`config.mk`:
```
export PLATFORM = sky130hd
export DESIGN_NAME = ttl_token_expiry_table
export DESIGN_NICKNAME = d
export VERILOG_FILES = /design/src/sv/tte_pkg.sv /design/src/sv/tte_cell.sv /design/src/sv/tte_ctrl.sv /design/src/sv/ttl_token_expiry_table.sv
export SDC_FILE = /design/constraint.sdc
export NUM_CORES = 2
export LEC_CHECK = 0
export BUFFER_PORTS_ARGS = -buffer_cell sky130_fd_sc_hd__clkbuf_2
export CORE_AREA = 2 2 885 887
export CTS_CLUSTER_DIAMETER = 150
export DETAILED_ROUTE_END_ITERATION = 10
export DIE_AREA = 0 0 887 889
export HOLD_SLACK_MARGIN = 0.02
export PLACE_DENSITY = 0.42
export SLEW_MARGIN = 20
export SYNTH_ARGS = -nofsm -noshare
export SYNTH_HDL_FRONTEND = slang
export SYNTH_HIERARCHICAL = 1
export SYNTH_SLANG_ARGS = --single-unit
export TNS_END_PERCENT = 5
```
`constraint.sdc`:
```
create_clock -name i_clk -period 6.9 [get_ports i_clk]
set_input_delay 1.035 -clock i_clk [delete_from_list [all_inputs] [get_ports i_clk]]
set_output_delay 1.035 -clock i_clk [all_outputs]
set_load 0.05 [all_outputs]
```
`src/sv/tte_pkg.sv`:
```
// Package for the token expiry table: sizes, opcodes, register indexes,
// the entry and write-back structures and the controller state type.
// Used by tte_cell, tte_ctrl and ttl_token_expiry_table; depends on nothing.
package tte_pkg;

    // Table geometry.
    localparam int ENTRIES = 64;
    localparam int IDX_W   = (ENTRIES > 1) ? $clog2(ENTRIES) : 1;
    localparam int CNT_W   = $clog2(ENTRIES + 1);

    // Field widths.
    localparam int OP_W    = 2;
    localparam int KEY_W   = 32;
    localparam int TIME_W  = 32;
    localparam int EXP_W   = 33;
    localparam int TTL_W   = 27;
    localparam int COUNT_W = 7;

    // Count saturates at the largest value of the result field.
    localparam int COUNT_MAX = 127;

    // Configuration port.
    localparam int ADDR_W = 3;
    localparam int DATA_W = 32;
    localparam logic [0:0] REG_TTL = 1'b0;
    localparam logic [TTL_W-1:0] TTL_RESET = TTL_W'(5);

    // Opcodes. The unused code behaves as a count.
    typedef logic [OP_W-1:0] t_op;
    localparam t_op OP_GEN   = 2'd0;
    localparam t_op OP_RENEW = 2'd1;
    localparam t_op OP_COUNT = 2'd2;

    // One table entry as it travels round the ring.
    typedef struct packed {
        logic             valid;
        logic [KEY_W-1:0] key;
        logic [EXP_W-1:0] expiry;
    } t_entry;

    // Write-back from the controller to one cell.
    typedef struct packed {
        logic             en;
        logic [IDX_W-1:0] idx;
        t_entry           entry;
    } t_wr;

    typedef enum logic [1:0] {
        S_IDLE,
        S_SCAN,
        S_COMMIT
    } t_state;

    // Clamp an exact live count to the width of the result field.
    function automatic logic [COUNT_W-1:0] sat_count(input logic [CNT_W-1:0] c);
        if (32'(c) > 32'(COUNT_MAX)) begin
            return COUNT_W'(COUNT_MAX);
        end
        return COUNT_W'(c);
    endfunction

endpackage

```
`src/sv/tte_cell.sv`:
```
// One cell of the entry ring: holds a single table entry.
// Depends on tte_pkg for the entry structure.
module tte_cell
    import tte_pkg::*;
(
    input  logic   i_clk,
    input  logic   i_rst_n,
    input  logic   i_shift,
    input  t_entry i_next,
    input  logic   i_wr_en,
    input  t_entry i_wr_entry,
    output t_entry o_entry
);

    logic             r_valid;
    logic [KEY_W-1:0] r_key;
    logic [EXP_W-1:0] r_expiry;

    // The valid bit is control state and clears at reset.
    always_ff @(posedge i_clk) begin
        if (!i_rst_n) begin
            r_valid <= 1'b0;
        end else if (i_shift) begin
            r_valid <= i_next.valid;
        end else if (i_wr_en) begin
            r_valid <= i_wr_entry.valid;
        end
    end

    // Key and expiry are only meaningful once the valid bit is set.
    always_ff @(posedge i_clk) begin
        if (i_shift) begin
            r_key    <= i_next.key;
            r_expiry <= i_next.expiry;
        end else if (i_wr_en) begin
            r_key    <= i_wr_entry.key;
            r_expiry <= i_wr_entry.expiry;
        end
    end

    assign o_entry = '{valid: r_valid, key: r_key, expiry: r_expiry};

endmodule

```
`src/sv/tte_ctrl.sv`:
```
// Request controller: captures an item, scans the ring one entry per cycle,
// then writes back the chosen entry and presents the result item.
// Depends on tte_pkg.
module tte_ctrl
    import tte_pkg::*;
(
    input  logic                i_clk,
    input  logic                i_rst_n,
    input  logic [TTL_W-1:0]    i_ttl,
    input  logic                i_in_valid,
    output logic                o_in_ready,
    input  logic [OP_W-1:0]     i_opcode,
    input  logic [KEY_W-1:0]    i_token_key,
    input  logic [TIME_W-1:0]   i_current_time,
    input  t_entry              i_head,
    output logic                o_shift,
    output t_wr                 o_wr,
    output logic                o_out_valid,
    input  logic                i_out_ready,
    output logic [COUNT_W-1:0]  o_unexpired_count,
    output logic                o_accepted
);

    localparam logic [IDX_W-1:0] LAST_STEP = IDX_W'(ENTRIES - 1);

    t_state r_state;
    t_state n_state;

    logic [IDX_W-1:0]   r_step;
    t_op                r_op;
    logic [KEY_W-1:0]   r_key;
    logic [TIME_W-1:0]  r_now;
    logic [EXP_W-1:0]   r_expiry;

    logic               r_match_found;
    logic [IDX_W-1:0]   r_match_idx;
    logic               r_match_live;
    logic               r_free_found;
    logic [IDX_W-1:0]   r_free_idx;
    logic [CNT_W-1:0]   r_count;

    logic               r_out_valid;
    logic [COUNT_W-1:0] r_out_count;
    logic               r_out_acc;

    logic               w_accept;
    logic               w_out_free;
    logic               w_commit;
    logic               w_head_live;
    logic               w_head_match;
    logic               w_gen_ok;
    logic               w_renew_ok;
    logic               w_do_wr;
    logic               w_acc;
    logic               w_old_live;
    logic               w_new_live;
    logic [CNT_W-1:0]   w_count_fin;

    assign w_accept   = i_in_valid && o_in_ready;
    assign w_out_free = !r_out_valid || i_out_ready;
    assign w_commit   = (r_state == S_COMMIT) && w_out_free;

    // Next state.
    always_comb begin
        n_state = r_state;
        case (r_state)
            S_IDLE: begin
                if (i_in_valid) begin
                    n_state = S_SCAN;
                end
            end
            S_SCAN: begin
                if (r_step == LAST_STEP) begin
                    n_state = S_COMMIT;
                end
            end
            S_COMMIT: begin
                if (w_out_free) begin
                    n_state = S_IDLE;
                end
            end
            default: begin
                n_state = S_IDLE;
            end
        endcase
    end

    // State outputs.
    always_comb begin
        o_in_ready = 1'b0;
        o_shift    = 1'b0;
        case (r_state)
            S_IDLE: begin
                o_in_ready = 1'b1;
            end
            S_SCAN: begin
                o_shift = 1'b1;
            end
            S_COMMIT: begin
                o_in_ready = 1'b0;
            end
            default: begin
                o_in_ready = 1'b0;
            end
        endcase
    end

    always_ff @(posedge i_clk) begin
        if (!i_rst_n) begin
            r_state <= S_IDLE;
        end else begin
            r_state <= n_state;
        end
    end

    // Capture the request; the expiry is formed once, here.
    always_ff @(posedge i_clk) begin
        if (w_accept) begin
            r_op     <= i_opcode;
            r_key    <= i_token_key;
            r_now    <= i_current_time;
            r_expiry <= {1'b0, i_current_time} + EXP_W'(i_ttl);
        end
    end

    // Comparisons on the entry that currently sits at the head of the ring.
    assign w_head_live  = i_head.valid && (i_head.expiry > {1'b0, r_now});
    assign w_head_match = i_head.valid && (i_head.key == r_key);

    // Scan accumulators: first key match, first free or expired slot, live count.
    always_ff @(posedge i_clk) begin
        if (w_accept) begin
            r_step        <= '0;
            r_match_found <= 1'b0;
            r_free_found  <= 1'b0;
            r_count       <= '0;
        end else if (r_state == S_SCAN) begin
            r_step <= r_step + IDX_W'(1);
            if (w_head_match && !r_match_found) begin
                r_match_found <= 1'b1;
                r_match_idx   <= r_step;
                r_match_live  <= w_head_live;
            end
            if (!w_head_live && !r_free_found) begin
                r_free_found <= 1'b1;
                r_free_idx   <= r_step;
            end
            if (w_head_live) begin
                r_count <= r_count + CNT_W'(1);
            end
        end
    end

    // Decision once the scan is complete.
    assign w_gen_ok   = r_match_found || r_free_found;
    assign w_renew_ok = r_match_found && r_match_live;
    assign w_old_live = r_match_found && r_match_live;
    assign w_new_live = r_expiry > {1'b0, r_now};

    always_comb begin
        case (r_op)
            OP_GEN: begin
                w_do_wr = w_gen_ok;
                w_acc   = w_gen_ok;
            end
            OP_RENEW: begin
                w_do_wr = w_renew_ok;
                w_acc   = w_renew_ok;
            end
            default: begin
                w_do_wr = 1'b0;
                w_acc   = 1'b1;
            end
        endcase
    end

    // The written entry replaces its old liveness with its new one.
    always_comb begin
        w_count_fin = r_count;
        if (w_do_wr) begin
            w_count_fin = r_count - CNT_W'(w_old_live) + CNT_W'(w_new_live);
        end
    end

    assign o_wr.en           = w_commit && w_do_wr;
    assign o_wr.idx          = r_match_found ? r_match_idx : r_free_idx;
    assign o_wr.entry.valid  = 1'b1;
    assign o_wr.entry.key    = r_key;
    assign o_wr.entry.expiry = r_expiry;

    // Output register: holds the result item until it is taken.
    always_ff @(posedge i_clk) begin
        if (!i_rst_n) begin
            r_out_valid <= 1'b0;
        end else if (w_commit) begin
            r_out_valid <= 1'b1;
        end else if (i_out_ready) begin
            r_out_valid <= 1'b0;
        end
    end

    always_ff @(posedge i_clk) begin
        if (w_commit) begin
            r_out_count <= sat_count(w_count_fin);
            r_out_acc   <= w_acc;
        end
    end

    assign o_out_valid       = r_out_valid;
    assign o_unexpired_count = r_out_count;
    assign o_accepted        = r_out_acc;

    // A write-back happens only when the result can be loaded.
    a_wr_in_commit: assert property (@(posedge i_clk) disable iff (!i_rst_n)
        o_wr.en |-> (r_state == S_COMMIT) && w_out_free)
        else $error("entry written outside commit");

    // The scan ends after exactly one pass round the ring.
    a_scan_length: assert property (@(posedge i_clk) disable iff (!i_rst_n)
        (r_state == S_SCAN) && (r_step == LAST_STEP) |=> (r_state == S_COMMIT))
        else $error("scan did not end after the last entry");

    // Leaving commit always presents a result item.
    a_commit_loads: assert property (@(posedge i_clk) disable iff (!i_rst_n)
        w_commit |=> o_out_valid && (r_state == S_IDLE))
        else $error("commit did not present a result");

    // The live count never exceeds the number of entries visited.
    a_count_bound: assert property (@(posedge i_clk) disable iff (!i_rst_n)
        (r_state == S_COMMIT) |-> (32'(r_count) <= ENTRIES))
        else $error("live count out of range");

endmodule

```
`src/sv/ttl_token_expiry_table.sv`:
```
// Top level of the token expiry table: configuration register, ring of
// entry cells and the request controller.
// Depends on tte_pkg, tte_cell and tte_ctrl.
//
// Usage:
//   Requests arrive on the input channel (i_in_valid / o_in_ready) as an
//   opcode, a 32-bit key and the current time. Each item yields exactly one
//   result item on the output channel (o_out_valid / i_out_ready): the number
//   of entries still live after the update, and an accepted flag.
//   The 64 entries sit in a ring of cells. A request rotates the ring once,
//   one entry per cycle past the controller, which finds the matching key,
//   the first free or expired slot and the live count; the commit state then
//   writes the chosen entry back and loads the result register.
//   A new item is accepted only while the controller is idle, so a request is
//   not taken before the previous one has been committed.
//   The result register holds its item while the receiver stalls; the next
//   item may be accepted meanwhile, and its write-back waits for the register.
//   Reset (synchronous, active low) empties the table and sets the
//   time-to-live register to 5. The register sits at byte address 0; the user
//   must write it only while the block is idle, which the block does not enforce.
module ttl_token_expiry_table
    import tte_pkg::*;
(
    input  logic                i_clk,
    input  logic                i_rst_n,
    input  logic                psel,
    input  logic                penable,
    input  logic                pwrite,
    input  logic [ADDR_W-1:0]   paddr,
    input  logic [DATA_W-1:0]   pwdata,
    output logic [DATA_W-1:0]   prdata,
    output logic                pready,
    input  logic                i_in_valid,
    output logic                o_in_ready,
    input  logic [OP_W-1:0]     i_opcode,
    input  logic [KEY_W-1:0]    i_token_key,
    input  logic [TIME_W-1:0]   i_current_time,
    output logic                o_out_valid,
    input  logic                i_out_ready,
    output logic [COUNT_W-1:0]  o_unexpired_count,
    output logic                o_accepted
);

    logic [TTL_W-1:0] r_ttl;
    logic             w_reg_sel;
    logic             w_shift;
    t_wr              w_wr;
    t_entry           w_ring [ENTRIES];

    // Configuration register.
    assign w_reg_sel = (paddr[ADDR_W-1] == REG_TTL);
    assign pready    = 1'b1;

    always_ff @(posedge i_clk) begin
        if (!i_rst_n) begin
            r_ttl <= TTL_RESET;
        end else if (psel && penable && pwrite && w_reg_sel) begin
            r_ttl <= pwdata[TTL_W-1:0];
        end
    end

    assign prdata = w_reg_sel ? DATA_W'(r_ttl) : '0;

    // Ring of cells: each takes its neighbour's entry while the ring rotates.
    for (genvar g = 0; g < ENTRIES; g++) begin : g_cell
        tte_cell u_cell (
            .i_clk      (i_clk),
            .i_rst_n    (i_rst_n),
            .i_shift    (w_shift),
            .i_next     (w_ring[(g + 1) % ENTRIES]),
            .i_wr_en    (w_wr.en && (w_wr.idx == IDX_W'(g))),
            .i_wr_entry (w_wr.entry),
            .o_entry    (w_ring[g])
        );
    end

    // Controller sees the entry at the head of the ring.
    tte_ctrl u_ctrl (
        .i_clk             (i_clk),
        .i_rst_n           (i_rst_n),
        .i_ttl             (r_ttl),
        .i_in_valid        (i_in_valid),
        .o_in_ready        (o_in_ready),
        .i_opcode          (i_opcode),
        .i_token_key       (i_token_key),
        .i_current_time    (i_current_time),
        .i_head            (w_ring[0]),
        .o_shift           (w_shift),
        .o_wr              (w_wr),
        .o_out_valid       (o_out_valid),
        .i_out_ready       (i_out_ready),
        .o_unexpired_count (o_unexpired_count),
        .o_accepted        (o_accepted)
    );

endmodule

```
# After elaboration in Yosys (flattened, before gate mapping)
# Index checks and enable logic that the tools add are counted.
# classes
add_sub_neg,5
n_mul,0
n_div,0
n_lt_le_gt_ge,2
n_eq_ne,71
n_shift,0
muxes,397
bitwise,2
n_reduce_logical,155
# ops
operator,n
$mux W33,128
$mux W32,128
$eq A6 B6 Y1 const B,33
$mux W1,132
$reduce_bool A2 Y1,65
$eq A6 B5 Y1 const B,16
$logic_and A1 B1 Y1,75
$gt A33 B32 Y1,2
$eq A6 B4 Y1 const B,8
$add A32 B27 Y33,1
$eq A32 B32 Y1,1
$mux W27,1
$eq A6 B3 Y1 const B,4
$eq A6 B2 Y1 const B,2
$reduce_and A3 Y1,3
$add A7 B1 Y7,1
$add A7 B1 Y7 const B,1
$mux W7,1
$sub A7 B1 Y7,1
$add A6 B1 Y6 const B,1
$eq A6 B1 Y1 const B,1
$logic_not A6 Y1,1
$mux W2,3
$mux W6,1
other kinds (11),22
# word_totals
register_bits,4389
latch_bits,0
mem_bits_rw,0
romBits,0
input_bits,108
memories,0

# Depth between registers and ports, before layout
# logic_depth
depth_word,7
ltp_mapped,21
ltp_nobuf,21

# Cells and area by module
# Netlist, hierarchy kept.
# by_module_without_submodules
module,instances,cells_each,area_each_um2
tte_cell,64,144,2877.8
tte_ctrl,1,717,8176.6
ttl_token_expiry_table,1,248,1786.7

# Least setup slack after synthesis
# No wires, ideal clock.
# synth_timing
path_type,register to register
startpoint,register u_ctrl.r_state[0]
endpoint,"register g_cell[10].u_cell.r_expiry[0], enable pin"
arrival_ns,4.723
path_slack_ns,1.782
stages_incl_launch_ff,7
synth_period_minus_slack_ns,5.118
cell_sequence,dfxtp_1 > nor2b_1 > buf_1 > buf_6 > buf_6 > buf_6 > or2_2
# synth_between
elab_cells_between_ends,7
classes_between,2 x eq/ne; 1 x mux; 4 x reduce/logical
# synth_lines
item,line,rtl
start: declaration,tte_ctrl.sv:26,t_state r_state;
start signal: assignment,tte_ctrl.sv:112,r_state <= n_state;
$eq A2 B1 Y1,tte_ctrl.sv:92,case (r_state)
$mux W1,tte_ctrl.sv:92,
net w_shift,ttl_token_expiry_table.sv:46,logic w_shift;
$reduce_bool A2 Y1 (no line),-,
end signal: assignment,tte_cell.sv:34,r_expiry <= i_next.expiry;
end signal: assignment,tte_cell.sv:37,r_expiry <= i_wr_entry.expiry;
end: declaration,tte_cell.sv:17,logic [EXP_W-1:0] r_expiry;
# The timed path passes the listed nets, and every way through them passes these cells.
# A chain may end at the register's enable or synchronous reset.

# Worst setup path after layout
# layout_timing
startpoint,register u_ctrl.r_now[28]
endpoint,"register u_ctrl.r_out_count[6] (netlist: u_ctrl/o_unexpired_count[6]), data pin"
# layout_between
elab_chain_cells,3
# layout_lines
item,line,rtl
start: declaration,tte_ctrl.sv:32,logic [TIME_W-1:0] r_now;
start signal: assignment,tte_ctrl.sv:121,r_now <= i_current_time;
$gt A33 B32 Y1,tte_ctrl.sv:158,"assign w_new_live = r_expiry > {1'b0, r_now};"
$add A7 B1 Y7,tte_ctrl.sv:181,w_count_fin = r_count - CNT_W'(w_old_live) + CNT_W'(w_new_live);
$mux W7,tte_ctrl.sv:180,if (w_do_wr) begin
net u_ctrl.w_count_fin[6],tte_ctrl.sv:57,logic [CNT_W-1:0] w_count_fin;
end signal: assignment,tte_ctrl.sv:204,r_out_count <= sat_count(w_count_fin);
end: declaration,tte_ctrl.sv:43,logic [COUNT_W-1:0] r_out_count;
# The timed path passes the listed nets, and every way through them passes these cells.

==> results.json <==
{
  "vias": 90800,
  "reg2reg_depth": 20,
  "ys_ff_latch": 4389,
  "postSynthCellCount": 10200,
  "swShare_pct": 23.2,
  "drive_above_1_share_pct": 49.3,
  "tns_ns": 0,
  "clockRootBuffer": "clkbuf_16",
  "ir_worst_vdd_uv": 236,
  "fin_skew_ns": 0.0612,
  "rows": 325,
  "cts_setup_buffers": 0,
  "setup_violations": 0,
  "grt_use_total_pct": 11.4,
  "synth-edff-count": 4280,
  "drt-initial-drc-count": 5835,
  "dpl.hpwl_um": 254000,
  "ys_seq_area_share_pct": 67.3,
  "grt_overflow": 0,
  "p_switching_mw": 14.8,
  "leakage_nw": 75.2,
  "synthArstFlopShare_pct": 0,
  "grt_max_degree": 180,
  "viasPerCell": 4.29,
  "portBuffers": 137,
  "outcome": "complete, no violations",
  "min_period_ns": 5.30,
  "min_path_cells": 1,
  "area_growth_pct": 13.7,
  "ant_nets": 0,
  "placed_cell_area_um2": 206000,
  "cp-start-kind": "flip-flop",
  "clk_pin_slew_worst_paths_ns": 0.06,
  "p_comb_share_pct": 10.0,
  "tightest_slew_ns": 1.25,
  "avgSynthCellArea_um2": 19.1,
  "cp_max_fo": 2,
  "start_util_pct": 24.9,
  "grt_pass1_vias": 97700,
  "maxSlewViolCount": 0,
  "cts_hold_buffers": 0,
  "grt_pass1_wl_um": 696000,
  "power.share.clock_pct": 39.2,
  "fin_area_um2": 221000,
  "cts_tree": "done",
  "cts_num_sinks": 4389,
  "die_h_um": 889,
  "die_w_um": 887,
  "htreeDepth": 5,
  "max_cap_viol_count": 0,
  "antenna_found_initial": 13,
  "cts_buffers": 472,
  "path_class": "reg2reg",
  "crit_arrival_ns": 6.05,
  "post_drt_wl_per_cell_um": 22.2,
  "die-area_um2": 789000,
  "p_int_mw": 48.9,
  "hold_viol_final": 0,
  "yosysWarnings": 6,
  "finalPower_mw": 63.7,
  "wirelength_um": 469000,
  "insertion_delay_ns": 1.04,
  "synth.distinct_cells": 70,
  "min_path_type": "in2reg",
  "rsz0062_at_grt": "no",
  "ioPinCount": 151,
  "cts_resized": 0,
  "crit_required_ns": 7.65,
  "pwr-share-seq_pct": 50.9,
  "dr.pass1.iters": 7,
  "drc_errors": 0,
  "fmax_mhz": 189,
  "max_slew_margin_pct": 16.5,
  "synthFlopType": "edfxtp_1",
  "core-area_um2": 780000,
  "final_core_utilization_pct": 28.3,
  "post-route-period-util_pct": 76.8,
  "final_nets": 10700,
  "cts_buffer_depth": 4,
  "netlist_area_um2": 194000,
  "gp_congestion": 0.759,
  "power_density_nw_per_um2": 288,
  "crit_path_end_kind": "flip-flop"
}
## sequential cells by signal, summed over array words and instances, names as in the netlist, 2 cells and up
name                      flops
g_cell.u_cell/r_expiry     2112
g_cell.u_cell/r_key        2048
g_cell.u_cell/r_valid        64
u_ctrl/r_expiry              33
u_ctrl/r_key                 32
u_ctrl/r_now                 32
r_ttl                        27
u_ctrl/o_unexpired_count      7
u_ctrl/r_count                7
u_ctrl/r_free_idx             6
u_ctrl/r_match_idx            6
u_ctrl/r_step                 6
u_ctrl/r_op                   2
u_ctrl/r_state                2
## layout by cell type (no fill, tap or decap), drive strengths merged, types with 65 or more instances in the layout
cell type,Yosys,layout
nand2,87,87
nor2,108,108
ha,104,104
nand2b,73,73
clkinv,0,218
clkbuf,19,718
mux2,4232,4232
edfxtp,4280,4280
buf,588,256
inv,53,65
dfxtp,109,109
## per-stage QoR
stage          hold WS [ns]  std cells  worst slack (ns)
2_1_floorplan         0.447      10200              1.78
3_3_place_gp          0.474      20300              1.09
3_5_place_dp          0.481      20300              1.40
4_1_cts              0.0577      21100              1.60
5_1_grt               0.104      21100              1.47
6_report              0.187      21100              1.60
## cell families after synthesis
group	share of synthesized area, %
DFF	67.3
muxes	26.9
buffers and inverters	2.58
and+or+nand+nor	1.29
AOI/OAI and AO/OA	0.863
adders and majority gates	0.691
xor gates and xnor gates	0.298
other	0.00580
## per-layer routing
metal,global-route usage [%],routed length [um]
met5,0,19
met4,2.93,12600
met3,1.59,15800
met2,17.3,202000
met1,17.2,239000
## power groups by stage
| stage | clock network [mW] | logic, mW | registers, mW |
|---|---|---|---|
| 5_1_grt | 26.8 | 6.86 | 32.5 |
| 4_1_cts | 25.9 | 6.49 | 32.4 |
| 6_report | 24.9 | 6.35 | 32.4 |
| 2_1_floorplan | 0 | 4.54 | 32.9 |
| 3_5_place_dp | 0 | 6.39 | 32.9 |
| 3_3_place_gp | 0 | 6.41 | 32.9 |
## layout make-up
| cell class | instances | area, um^2 |
|---|---|---|
| Fill cell | 76900 | 559000 |
| Sequential cell | 4389 | 131000 |
| Multi-Input combinational cell | 5136 | 58600 |
| Tap cell | 10300 | 12900 |
| Clock buffer | 582 | 12400 |
| Timing Repair Buffer | 392 | 3500 |
| Clock inverter | 285 | 2480 |
| Inverter | 53 | 204 |
| Antenna cell | 5 | 12.5 |
## critical path, stage by stage (launching register included)
cell and delay (ns):
edfxtp_1 0.39, inv_1 0.09, ha_1 0.32, nand4_1 0.11, nor4b_1 0.44, nand3_1 0.22
nor3_1 0.61, buf_4 0.23, o21ai_0 0.08, a22o_1 0.30, ha_1 0.29, inv_1 0.06
ha_1 0.22, fa_1 0.44, a21o_1 0.19, a21oi_1 0.24, o21bai_1 0.11, a21oi_1 0.22
xnor2_1 0.18, nand2_1 0.12, xnor2_1 0.18
## path summary, 6_finish.rpt
| check | startpoint | endpoint | slack [ns] |
|---|---|---|---|
| setup / recovery | u_ctrl/r_now[28]$_DFFE_PP_ | u_ctrl/o_unexpired_count[6]$_DFFE_PP_ | 1.60 |
| setup reg to reg | u_ctrl/r_now[28]$_DFFE_PP_ | u_ctrl/o_unexpired_count[6]$_DFFE_PP_ | 1.60 |
| hold / removal | i_token_key[10] | u_ctrl/r_key[10]$_DFFE_PP_ | 0.19 |
| hold reg to reg | r_ttl[15]$_SDFFE_PN0P_ | r_ttl[15]$_SDFFE_PN0P_ | 0.49 |
## cell usage after synthesis, types with 18 or more instances
master / instances / area, um^2
ha_1: 104 / 1300
o21ai_0: 34 / 170
or2_2: 64 / 400
mux2i_1: 33 / 330
buf_6: 259 / 2920
nor2_1: 108 / 405
buf_4: 71 / 533
a21o_1: 37 / 278
mux2_2: 3080 / 34700
dfxtp_1: 109 / 2180
a21oi_1: 42 / 210
o211a_1: 64 / 641
nor2b_1: 41 / 257
inv_1: 52 / 195
clkbuf_1: 19 / 71.3
edfxtp_1: 4280 / 129000
nand4_1: 24 / 150
nand2b_1: 73 / 457
nand2_1: 87 / 327
buf_2: 257 / 1290
xnor2_1: 49 / 429
mux2_4: 1152 / 17300
nand3_1: 18 / 90.1
(Power assumes the default switching activity.)
